**src/hdl/lnp_pkg.sv**
```systemverilog
package lnp_pkg;

	localparam int VAL_W  = 4;
	localparam int CFG_W  = 4;
	localparam int WORD_W = 32;
	localparam int STAT_W = 2;
	localparam int WORD_POS = WORD_W / VAL_W;

	localparam logic [STAT_W-1:0] ST_IDENTITY = 2'd0;
	localparam logic [STAT_W-1:0] ST_ADVANCED = 2'd1;
	localparam logic [STAT_W-1:0] ST_LAST     = 2'd2;

	typedef struct packed {
		logic start;
		logic restart;
		logic out_free;
	} lnp_cmd_t;

	typedef struct packed {
		logic              idle;
		logic              done;
		logic [STAT_W-1:0] status;
	} lnp_rsp_t;

endpackage

```
**src/hdl/lnp_if.sv**
```systemverilog
interface lnp_in_if;
	logic valid;
	logic ready;
	logic restart;

	modport source (output valid, output restart, input ready);
	modport sink (input valid, input restart, output ready);
endinterface

interface lnp_out_if;
	logic        valid;
	logic        ready;
	logic [31:0] perm_word;
	logic [1:0]  status_code;

	modport source (output valid, output perm_word, output status_code, input ready);
	modport sink (input valid, input perm_word, input status_code, output ready);
endinterface

```
**src/hdl/lnp_engine.sv**
```systemverilog
module lnp_engine #(
	parameter int MAX_LEN = 8
) (
	input  logic                       clk,
	input  logic                       arst_n,
	input  lnp_pkg::lnp_cmd_t          cmd,
	input  logic [lnp_pkg::CFG_W-1:0]  perm_length,
	output lnp_pkg::lnp_rsp_t          rsp,
	output logic [lnp_pkg::WORD_W-1:0] perm_word
);
	import lnp_pkg::*;

	localparam int IDX_W  = (MAX_LEN > 1) ? $clog2(MAX_LEN) : 1;
	localparam int LEN_W  = $clog2(MAX_LEN + 1);
	localparam int PACK_N = (MAX_LEN < WORD_POS) ? MAX_LEN : WORD_POS;
	localparam logic [4:0] MAX_LEN5 = 5'(MAX_LEN);

	localparam logic [3:0] S_IDLE   = 4'd0;
	localparam logic [3:0] S_LOAD   = 4'd1;
	localparam logic [3:0] S_SCAN_I = 4'd2;
	localparam logic [3:0] S_SCAN_J = 4'd3;
	localparam logic [3:0] S_SWAP_A = 4'd4;
	localparam logic [3:0] S_SWAP_B = 4'd5;
	localparam logic [3:0] S_REV_A  = 4'd6;
	localparam logic [3:0] S_REV_B  = 4'd7;
	localparam logic [3:0] S_REV_C  = 4'd8;
	localparam logic [3:0] S_DONE   = 4'd9;

	logic [3:0]        state_q;
	logic [VAL_W-1:0]  perm_q [MAX_LEN];
	logic [LEN_W-1:0]  active_len_q;
	logic [IDX_W-1:0]  p_q;
	logic [IDX_W-1:0]  j_q;
	logic [IDX_W-1:0]  lo_q;
	logic [VAL_W-1:0]  ref_q;
	logic [VAL_W-1:0]  t_q;
	logic [STAT_W-1:0] status_q;

	logic [IDX_W-1:0] rd_addr;
	logic [VAL_W-1:0] rd_data;
	logic             wr_en;
	logic [IDX_W-1:0] wr_addr;
	logic [VAL_W-1:0] wr_data;
	logic             load_id;
	logic             gt;
	logic [IDX_W-1:0] last_idx;
	logic [4:0]       len_clamp;

	assign last_idx = IDX_W'(active_len_q - LEN_W'(1));

	always_comb begin
		if (perm_length == '0) begin
			len_clamp = 5'd1;
		end else if ({1'b0, perm_length} > MAX_LEN5) begin
			len_clamp = MAX_LEN5;
		end else begin
			len_clamp = {1'b0, perm_length};
		end
	end

	// Single read port into the arrangement and one shared magnitude comparator.
	assign rd_data = perm_q[rd_addr];
	assign gt      = rd_data > ref_q;

	always_comb begin
		rd_addr = p_q;
		wr_en   = 1'b0;
		wr_addr = p_q;
		wr_data = t_q;
		load_id = 1'b0;
		unique case (state_q)
			S_IDLE: begin
				load_id = cmd.start && cmd.restart;
			end
			S_LOAD: begin
				rd_addr = last_idx;
			end
			S_SCAN_I: begin
				rd_addr = p_q;
			end
			S_SCAN_J: begin
				rd_addr = j_q;
			end
			S_SWAP_A: begin
				wr_en   = 1'b1;
				wr_addr = p_q;
				wr_data = t_q;
			end
			S_SWAP_B: begin
				wr_en   = 1'b1;
				wr_addr = j_q;
				wr_data = ref_q;
			end
			S_REV_A: begin
				rd_addr = lo_q;
			end
			S_REV_B: begin
				rd_addr = j_q;
				wr_en   = 1'b1;
				wr_addr = lo_q;
				wr_data = rd_data;
			end
			S_REV_C: begin
				wr_en   = 1'b1;
				wr_addr = j_q;
				wr_data = t_q;
			end
			S_DONE: begin
				rd_addr = p_q;
			end
			default: begin
				rd_addr = p_q;
			end
		endcase
	end

	always_ff @(posedge clk or negedge arst_n) begin
		if (!arst_n) begin
			for (int k = 0; k < MAX_LEN; k++) begin
				perm_q[k] <= VAL_W'(k + 1);
			end
		end else if (load_id) begin
			for (int k = 0; k < MAX_LEN; k++) begin
				perm_q[k] <= VAL_W'(k + 1);
			end
		end else if (wr_en) begin
			perm_q[wr_addr] <= wr_data;
		end
	end

	always_ff @(posedge clk or negedge arst_n) begin
		if (!arst_n) begin
			state_q      <= S_IDLE;
			active_len_q <= (MAX_LEN < 8) ? LEN_W'(MAX_LEN) : LEN_W'(8);
			status_q     <= ST_IDENTITY;
		end else begin
			unique case (state_q)
				S_IDLE: begin
					if (cmd.start) begin
						if (cmd.restart) begin
							active_len_q <= LEN_W'(len_clamp);
							status_q     <= ST_IDENTITY;
							state_q      <= S_DONE;
						end else if (active_len_q <= LEN_W'(1)) begin
							status_q <= ST_LAST;
							state_q  <= S_DONE;
						end else begin
							state_q <= S_LOAD;
						end
					end
				end
				S_LOAD: begin
					state_q <= S_SCAN_I;
				end
				S_SCAN_I: begin
					if (!gt) begin
						state_q <= S_SCAN_J;
					end else if (p_q == '0) begin
						status_q <= ST_LAST;
						state_q  <= S_DONE;
					end
				end
				S_SCAN_J: begin
					if (gt || (j_q == IDX_W'(p_q + 1'b1))) begin
						state_q <= S_SWAP_A;
					end
				end
				S_SWAP_A: begin
					state_q <= S_SWAP_B;
				end
				S_SWAP_B: begin
					state_q <= S_REV_A;
				end
				S_REV_A: begin
					if (lo_q < j_q) begin
						state_q <= S_REV_B;
					end else begin
						status_q <= ST_ADVANCED;
						state_q  <= S_DONE;
					end
				end
				S_REV_B: begin
					state_q <= S_REV_C;
				end
				S_REV_C: begin
					state_q <= S_REV_A;
				end
				S_DONE: begin
					if (cmd.out_free) begin
						state_q <= S_IDLE;
					end
				end
				default: begin
					state_q <= S_IDLE;
				end
			endcase
		end
	end

	// Datapath registers of the sequencer; they need no reset.
	always_ff @(posedge clk) begin
		unique case (state_q)
			S_LOAD: begin
				ref_q <= rd_data;
				p_q   <= IDX_W'(last_idx - 1'b1);
			end
			S_SCAN_I: begin
				// The pivot value stays in ref_q for the successor search and the swap.
				ref_q <= rd_data;
				if (gt) begin
					p_q <= IDX_W'(p_q - 1'b1);
				end else begin
					j_q <= last_idx;
				end
			end
			S_SCAN_J: begin
				if (gt || (j_q == IDX_W'(p_q + 1'b1))) begin
					t_q <= rd_data;
				end else begin
					j_q <= IDX_W'(j_q - 1'b1);
				end
			end
			S_SWAP_B: begin
				lo_q <= IDX_W'(p_q + 1'b1);
				j_q  <= last_idx;
			end
			S_REV_A: begin
				t_q <= rd_data;
			end
			S_REV_C: begin
				lo_q <= IDX_W'(lo_q + 1'b1);
				j_q  <= IDX_W'(j_q - 1'b1);
			end
			default: begin
				t_q <= t_q;
			end
		endcase
	end

	always_comb begin
		perm_word = '0;
		for (int k = 0; k < PACK_N; k++) begin
			if (LEN_W'(k) < active_len_q) begin
				perm_word[VAL_W*k +: VAL_W] = perm_q[k];
			end
		end
	end

	assign rsp.idle   = (state_q == S_IDLE);
	assign rsp.done   = (state_q == S_DONE) && cmd.out_free;
	assign rsp.status = status_q;

endmodule

```
**src/hdl/lexicographic_next_permutation_core.sv**
```systemverilog
// Channel   Direction  Handshake      Payload
// req       in         valid/ready    restart
// rsp       out        valid/ready    perm_word, status_code
// cfg       in         cfg_we         cfg_wdata (perm_length)
//
// A restart loads the identity arrangement, and an advance of one element reports the last
// arrangement. Otherwise the sequencer scans for the pivot, which ends an exhausted walk,
// then for its successor, swaps the two and reverses the suffix pair by pair, all through
// the single read port and comparator. req.ready is high only while the sequencer is idle.
// A finished result waits in the sequencer until the output register is free.
// arst_n loads the identity arrangement and a length of 8, capped at MAX_LEN.
module lexicographic_next_permutation_core #(
	parameter int MAX_LEN = 8
) (
	input  logic                      clk,
	input  logic                      arst_n,
	lnp_in_if.sink                    req,
	lnp_out_if.source                 rsp,
	input  logic                      cfg_we,
	input  logic [lnp_pkg::CFG_W-1:0] cfg_wdata
);
	import lnp_pkg::*;

	logic [CFG_W-1:0]  perm_length_q;
	lnp_cmd_t          cmd;
	lnp_rsp_t          eng_rsp;
	logic [WORD_W-1:0] eng_word;
	logic              out_valid_q;
	logic [WORD_W-1:0] out_word_q;
	logic [STAT_W-1:0] out_status_q;

	always_ff @(posedge clk or negedge arst_n) begin
		if (!arst_n) begin
			perm_length_q <= CFG_W'(8);
		end else if (cfg_we) begin
			perm_length_q <= cfg_wdata;
		end
	end

	assign req.ready    = eng_rsp.idle;
	assign cmd.start    = req.valid && eng_rsp.idle;
	assign cmd.restart  = req.restart;
	assign cmd.out_free = !out_valid_q || rsp.ready;

	lnp_engine #(
		.MAX_LEN(MAX_LEN)
	) u_engine (
		.clk        (clk),
		.arst_n     (arst_n),
		.cmd        (cmd),
		.perm_length(perm_length_q),
		.rsp        (eng_rsp),
		.perm_word  (eng_word)
	);

	always_ff @(posedge clk or negedge arst_n) begin
		if (!arst_n) begin
			out_valid_q <= 1'b0;
		end else if (eng_rsp.done) begin
			out_valid_q <= 1'b1;
		end else if (rsp.ready) begin
			out_valid_q <= 1'b0;
		end
	end

	always_ff @(posedge clk) begin
		if (eng_rsp.done) begin
			out_word_q   <= eng_word;
			out_status_q <= eng_rsp.status;
		end
	end

	assign rsp.valid       = out_valid_q;
	assign rsp.perm_word   = out_word_q;
	assign rsp.status_code = out_status_q;

endmodule

```
**src/flat_wrapper.sv**
```systemverilog
// flat-port wrapper written by rule: the top's interface ports become plain ports
module lexicographic_next_permutation_core_flat import lnp_pkg::*;
#(
	parameter int MAX_LEN = 8
)
  (clk, arst_n, cfg_we, cfg_wdata, req_valid, req_restart, req_ready, rsp_valid, rsp_perm_word, rsp_status_code, rsp_ready);
  lnp_in_if req_i ();
  lnp_out_if rsp_i ();
  input  logic clk;
  input  logic arst_n;
  input  logic cfg_we;
  input  logic [lnp_pkg::CFG_W-1:0] cfg_wdata;
  input wire logic [$bits(req_i.valid)-1:0] req_valid;
  input wire logic [$bits(req_i.restart)-1:0] req_restart;
  output wire logic [$bits(req_i.ready)-1:0] req_ready;
  output wire logic [$bits(rsp_i.valid)-1:0] rsp_valid;
  output wire logic [$bits(rsp_i.perm_word)-1:0] rsp_perm_word;
  output wire logic [$bits(rsp_i.status_code)-1:0] rsp_status_code;
  input wire logic [$bits(rsp_i.ready)-1:0] rsp_ready;
  assign req_i.valid = req_valid;
  assign req_i.restart = req_restart;
  assign req_ready = req_i.ready;
  assign rsp_valid = rsp_i.valid;
  assign rsp_perm_word = rsp_i.perm_word;
  assign rsp_status_code = rsp_i.status_code;
  assign rsp_i.ready = rsp_ready;
  lexicographic_next_permutation_core #(.MAX_LEN(MAX_LEN)) u_core (.clk(clk), .arst_n(arst_n), .req(req_i), .rsp(rsp_i), .cfg_we(cfg_we), .cfg_wdata(cfg_wdata));
endmodule
```
**config.mk**
```make
export PLATFORM = sky130hd
export DESIGN_NAME = lexicographic_next_permutation_core_flat
export DESIGN_NICKNAME = d
export VERILOG_FILES = /design/src/hdl/lnp_pkg.sv /design/src/hdl/lnp_if.sv /design/src/hdl/lnp_engine.sv /design/src/hdl/lexicographic_next_permutation_core.sv /design/src/flat_wrapper.sv
export SDC_FILE = /design/constraint.sdc
export NUM_CORES = 1
export LEC_CHECK = 0
export BUFFER_PORTS_ARGS = -buffer_cell sky130_fd_sc_hd__buf_2
export CAP_MARGIN = 30
export CORE_MARGIN = 5
export CORE_UTILIZATION = 60
export CTS_BUF_LIST = sky130_fd_sc_hd__clkbuf_16
export DETAILED_ROUTE_END_ITERATION = 10
export MAX_ROUTING_LAYER = met4
export PLACE_DENSITY = 0.8
export SYNTH_ARGS = -nofsm -noshare
export SYNTH_HDL_FRONTEND = slang
export SYNTH_SLANG_ARGS = --single-unit
```
**constraint.sdc**
```tcl
create_clock -name clk -period 5.6 [get_ports clk]
set_input_delay 1.12 -clock clk [delete_from_list [all_inputs] [get_ports clk]]
set_output_delay 1.12 -clock clk [all_outputs]
set_load 0.01 [all_outputs]
```
# Word level (Yosys, flattened, before mapping)
# Cells that the tools add are included.
op_classes:
  addsub: 6
  magnitude_cmp: 15
  n_eq_ne: 20
  mux: 41
  bitwise_logic: 2
  reduce_logical: 27
ops:
  columns: ["op", "count"]
  rows:
  - ["$mux 32", 2]
  - ["$mux 4", 14]
  - ["$pmux 4 s9", 1]
  - ["$bwmux 32", 1]
  - ["$pmux 3 s2", 3]
  - ["$eq 4x3->1 const B", 4]
  - ["$lt 3x4->1 const A", 4]
  - ["$pmux 4 s2", 2]
  - ["$ne 2x2->1 const B", 7]
  - ["$bmux 4 s3", 1]
  - ["$demux 4 s3", 1]
  - ["$mux 2", 6]
  - ["$pmux 3 s4", 1]
  - ["$sub 3x1->3 const B", 4]
  - ["$reduce_bool 2->1", 5]
  - ["$mux 3", 3]
  - ["$pmux 3 s3", 1]
  - ["$eq 4x2->1 const B", 2]
  - ["$eq 4x4->1 const B", 2]
  - ["$ge 4x4->1 const B", 2]
  - ["$logic_not 4->1", 2]
  - ["$lt 1x4->1 const A", 2]
  - ["$lt 2x4->1 const A", 2]
  - ["$not 3->4", 2]
  - ["25 further kinds", 37]
word_totals:
  reg_bits: 98
  in_bits: 10
  out_inout_bits: 36
  elab_cells: 138

# Logic depth before layout (Yosys ltp)
logic_depth:
  ltp_word: 11
  ltp_mapped: 17
  mapped_depth_nobuf: 16

# Modules after synthesis
# A second synthesis with hierarchy kept.
hier_totals:
  cells_unflattened: 551
  area_unflattened_um2: 5556.6
modules_own_cells:
  columns: ["mod", "n_inst", "cells_per_inst", "area_per_inst_um2", "seq_area_each_um2"]
  rows:
  - ["lnp_engine", 1, 505, 4345.4, 1579.0]
  - ["lexicographic_next_permutation_core", 1, 46, 1211.2, 1147.4]

# Worst setup path after synthesis
# OpenSTA, ideal clock, no wires.
synth_timing:
  path_kind: "in2reg"
  from: "input rsp_ready"
  to: "register u_core.out_word_q[0] (netlist: u_core.rsp.perm_word[0]), enable pin"
  setup_ps: 467
  t_arrival_ps: 3493
  required_ps: 5133
  slack_ps: 1639
  stages: 2
  n_path_buf: 0
  path_cell_list: "nor2_1 > nor3_1"
synth_lines:
  columns: ["item", "line_no", "text"]
  rows:
  - ["from (decl)", "flat_wrapper.sv:19", "input wire logic [$bits(rsp_i.ready)-1:0] rsp_ready;"]
  - ["to (signal assigned)", "lexicographic_next_permutation_core.sv:68", "out_word_q <= eng_word;"]
  - ["to (decl)", "lexicographic_next_permutation_core.sv:29", "logic [WORD_W-1:0] out_word_q;"]

# Final worst setup path
layout_timing:
  from: "register u_core.u_engine.state_q[0]"
  to: "register u_core.u_engine.j_q[2], enable pin"
layout_between:
  elab_chain_cells: 11
  word_cells_on_any_way: 19
  cone_classes: "order compare: 1; eq/ne: 9; mux: 4; bitwise: 1; reduce/logical: 4"
layout_lines:
  columns: ["item", "line_no", "text"]
  rows:
  - ["from (decl)", "lnp_engine.sv:29", "logic [3:0] state_q;"]
  - ["from (signal assigned)", "lnp_engine.sv:133", "state_q <= S_IDLE;"]
  - ["from (signal assigned)", "lnp_engine.sv:143", "state_q <= S_DONE;"]
  - ["from (signal assigned)", "lnp_engine.sv:146", "state_q <= S_DONE;"]
  - ["$eq 4x2->1 or $eq 4x3->1 (tied branches)", "lnp_engine.sv:71", "unique case (state_q)"]
  - ["$reduce_or 2->1 (no line)", null, null]
  - ["$pmux 3 s3 (*)", "lnp_engine.sv:71", null]
  - ["$not 3->4 (implied by the code) (*)", "lnp_engine.sv:62", "assign rd_data = perm_q[rd_addr];"]
  - ["$bmux 4 s3 (*)", "lnp_engine.sv:62", null]
  - ["$mux 4 (implied by the code) (*) (2 in a row)", "lnp_engine.sv:62", null]
  - ["named net u_core.u_engine.rd_data[2]", "lnp_engine.sv:40", "logic [VAL_W-1:0] rd_data;"]
  - ["$gt 4x4->1 (*)", "lnp_engine.sv:63", "assign gt = rd_data > ref_q;"]
  - ["$logic_or 1x1->1", "lnp_engine.sv:217", "if (gt || (j_q == IDX_W'(p_q + 1'b1))) begin"]
  - ["$ne 2x2->1 (no line)", null, null]
  - ["$reduce_and 3->1 (no line) (*)", null, null]
  - ["to (signal assigned)", "lnp_engine.sv:213", "j_q <= last_idx;"]
  - ["to (signal assigned)", "lnp_engine.sv:220", "j_q <= IDX_W'(j_q - 1'b1);"]
  - ["to (signal assigned)", "lnp_engine.sv:225", "j_q <= last_idx;"]
  - ["to (decl)", "lnp_engine.sv:33", "logic [IDX_W-1:0] j_q;"]
# Mark *: on every way through the listed nets, which the timed path passes. The rest lies on a longest branch. The select of a mux whose other input is x is not followed.
# A chain may end at the register's enable or synchronous reset.

==> results.cfg <==
[clocking]
clock_latency_ns = 0.34
hold_buffers = 0
cts_buffer_depth = 2
clock-sinks = 98
cts-buffers-inserted = 9
post_cts_buffers = 0
cts_tree = built
cts.clk_slew.worst_paths_ns = 0.07
cts_root_buffer = clkbuf_16
h-tree-depth = 3
post_cts_resized = 0

[timing]
layout_min_cycle_time_ns = 4.72
finalWorstSetupSlack_ns = 0.882
fin_crit_sh = 0.842
tightest_slew_ns = 0.763
drv_slew = 0
finalClockSkew_ns = 0.00818
timing.fmax_mhz = 212
setup_tns_ns = 0
timing.hold.ws_ns = 0.456
rsz0062_at_grt = false
setup_violations = 0
hold_viol_final = 0
slew_headroom = 0.491

[die]
die_y_um = 104
dieArea_um2 = 10900
pin_count = 46
num_rows = 34
coreArea_um2 = 8720
initial_core_util = 0.614
die_w_um = 104

[global_route]
grt_max_degree = 37
gr-total-overflow = 0
grt_pass1_wl_mm = 23.4
grt_usage = 0.281
antenna_found_initial = 0
grt_pass1_vias = 4193

[outcome]
status = finished clean

[synthesis]
synth_fp_nets = 526
synthTopCellsByArea = edfxtp_1, dfrtp_1, dfstp_2
syn_area_per_cell_um2 = 10.6
ys_ff_latch = 98
post_synth_num_cell_types = 56
yosysTopAreaCell = edfxtp_1
synth_edf_count = 51
syn_inst = 503
synth_top_area_share = 0.286
ys.flop_type = edfxtp_1
seq_area_frac_synth = 0.509
synthesis.area_um2 = 5350
ys_async_sr_fraction = 0.480
yosysWarnings = 0

[hold_path]
hold_path_class = flop to flop
hold_path_depth = 0
hold-path-endpoint = u_core.rsp.status_code[0]$_DFFE_PP_
worstHoldStart = u_core.u_engine.status_q[0]$_DFFE_PN0P_

[power]
total_power_mw = 4.48
ir_worst_vdd_mv = 0.581
powerDensity_nw_per_um2 = 746
leakagePower_nw = 2.48

[critical_path]
end_kind = flop
crit_type = flop to flop
r2r_end = u_core.u_engine.j_q[2]$_DFFE_PP_
path_cells = inv_1 > o21a_1 > o31ai_4 > buf_4 > mux2i_1 > mux2i_1 > mux2i_2 > buf_4 > inv_2 > ha_1 > o21a_1 > o21a_1 > o21ai_0 > o211ai_1 > o21ai_0
cpMostUsedCell = o21a_1
slowest_stage = dfrtp_1
critical_path_required_ns = 5.59
crit_path_start_kind = flop
crit_fanout = 19
reg2reg_slack_ns = 0.88
slowest_delay_ns = 0.72
r2r-start = u_core.u_engine.state_q[0]$_DFFE_PN0P_
cp.arrival_ns = 4.71
reg2reg_depth = 15

[drt]
via_count = 4294
drtIter0Drc = 380
wl_mm = 14.6
vias_per_cell = 6.49
firstDrtPassIters = 6
drc = 0
antenna_left = 0
routedWlPerCell_um = 22.1

[final_layout]
fillerInstances = 634
drive_above_1_share = 0.199
num_antenna_cells = 0
post-route-util = 0.689
nets = 572
syn2layout_area_growth_pct = 12.2

[placed_design]
hpwl_mm = 10.9
gp_congestion = 0.986
pre_cts_ws_ns = 0.995
io_buffers = 45

[flow_run]
max_cap_violations = 0
==> cells in the final DEF, fill, tap and decap left out, types with 15 or more instances in the layout <==
cell,Yosys,final
o221ai_1,15,15
nor2_1,35,35
edfxtp_1,51,51
nor2b_1,27,27
dfstp_2,15,15
inv_1,28,30
a21oi_1,19,19
nand2_1,46,46
dfrtp_1,32,32
buf_2,2,45
o21ai_0,15,15
mux2i_1,32,32
==> area by class of cell <==
type	count	area [um^2]	area share
clock buffers	9	225	0.0375
clock inverters	7	71.3	0.0119
inverters	32	120	0.0200
multi-input cells	353	2410	0.402
flip-flops and latches	98	2730	0.454
well taps	108	135	0.0225
repair buffers	55	313	0.0521
==> critical path: cells and delay by family, from the launching register on <==
| family | cells | cell delay [ns] |
|---|---|---|
| buffers and inverters | 4 | 0.82 |
| adder cells (fa/ha/maj) | 1 | 0.30 |
| flip-flops | 1 | 0.72 |
| AO/OA/AOI/OAI | 7 | 2.06 |
| multiplexers | 3 | 0.47 |
==> routing by layer <==
layer / GRT usage / wire length (um)
met1: 0.351 / 5770
met2: 0.451 / 7260
met3: 0.0447 / 1070
met4: 0.124 / 535
met5: - / 0
==> cell families (layout without fill, tap and decap cells) <==
logic type / Yosys count / after routing / synth area share
DFF: 98 / 98 / 0.509
adders and majority gates: 13 / 13 / 0.0304
xor gates and xnor gates: 8 / 8 / 0.0131
buffers and inverters: 52 / 103 / 0.0404
muxes: 45 / 45 / 0.0891
AOI/OAI and AO/OA: 123 / 123 / 0.166
and+or+nand+nor: 164 / 164 / 0.152
==> metrics by stage <==
step	area, um^2	instances
2_1_floorplan	5350	503
3_3_place_gp	5690	645
3_5_place_dp	5710	646
4_1_cts	6000	662
5_1_grt	6000	662
6_report	6000	662
==> cells in the mapped netlist (2+ instances only) <==
| master | instances |
|---|---|
| mux2i_2 | 4 |
| nand3b_1 | 3 |
| o31ai_1 | 2 |
| o211ai_1 | 4 |
| mux2_2 | 9 |
| or2_1 | 2 |
| nor3_1 | 15 |
| o32ai_1 | 2 |
| o22a_1 | 4 |
| xnor2_1 | 7 |
| buf_6 | 2 |
| and2_1 | 7 |
| o22ai_1 | 5 |
| o221ai_1 | 15 |
| dfrtp_1 | 32 |
| nand2b_1 | 6 |
| a222oi_1 | 3 |
| or2_2 | 2 |
| o32a_1 | 3 |
| nand3_1 | 9 |
| a22oi_1 | 9 |
| inv_2 | 4 |
| nand2_1 | 46 |
| a21o_1 | 4 |
| nor2b_1 | 27 |
| edfxtp_1 | 51 |
| o21ai_0 | 15 |
| nand4_1 | 2 |
| and3_1 | 2 |
| or3_1 | 3 |
| o21ai_1 | 12 |
| clkbuf_1 | 15 |
| nor2_1 | 35 |
| buf_2 | 2 |
| o21a_1 | 8 |
| a221oi_1 | 10 |
| inv_1 | 28 |
| ha_1 | 13 |
| mux2i_1 | 32 |
| a21oi_1 | 19 |
| dfstp_2 | 15 |
==> registers in the layout (all words and copies together), names as in the netlist <==
| register | flops |
|---|---|
| u_core.rsp.perm_word | 32 |
| u_core.u_engine.perm_q | 32 |
| u_core.perm_length_q | 4 |
| u_core.u_engine.active_len_q | 4 |
| u_core.u_engine.ref_q | 4 |
| u_core.u_engine.state_q | 4 |
| u_core.u_engine.t_q | 4 |
| u_core.u_engine.j_q | 3 |
| u_core.u_engine.lo_q | 3 |
| u_core.u_engine.p_q | 3 |
| u_core.rsp.status_code | 2 |
| u_core.u_engine.status_q | 2 |
| u_core.rsp.valid | 1 |
==> report_power, final <==
part	internal [mW]	leakage, nW	switching (mW)
combinational	0.934	1.30	1.50
clock	0.347	0.149	0.274
sequential	1.15	1.03	0.271
total	2.43	2.48	2.05
==> how the worst max path moves through the flow <==
| stage | from | to | cells after the start |
|---|---|---|---|
| final | u_core.u_engine.state_q[0]$_DFFE_PN0P_ | u_core.u_engine.j_q[2]$_DFFE_PP_ | 15 |
| after global routing | u_core.u_engine.state_q[0]$_DFFE_PN0P_ | u_core.u_engine.j_q[2]$_DFFE_PP_ | 15 |
| after CTS | u_core.u_engine.state_q[0]$_DFFE_PN0P_ | u_core.u_engine.j_q[2]$_DFFE_PP_ | 15 |
| after detailed placement | u_core.u_engine.state_q[0]$_DFFE_PN0P_ | u_core.u_engine.j_q[1]$_DFFE_PP_ | 15 |
| after global placement | u_core.u_engine.state_q[0]$_DFFE_PN0P_ | u_core.u_engine.j_q[1]$_DFFE_PP_ | 15 |
| after floorplan | rsp_ready | u_core.rsp.perm_word[0]$_SDFFCE_PP0P_ | 2 |
No activity file was read; power rests on OpenSTA's default activity.
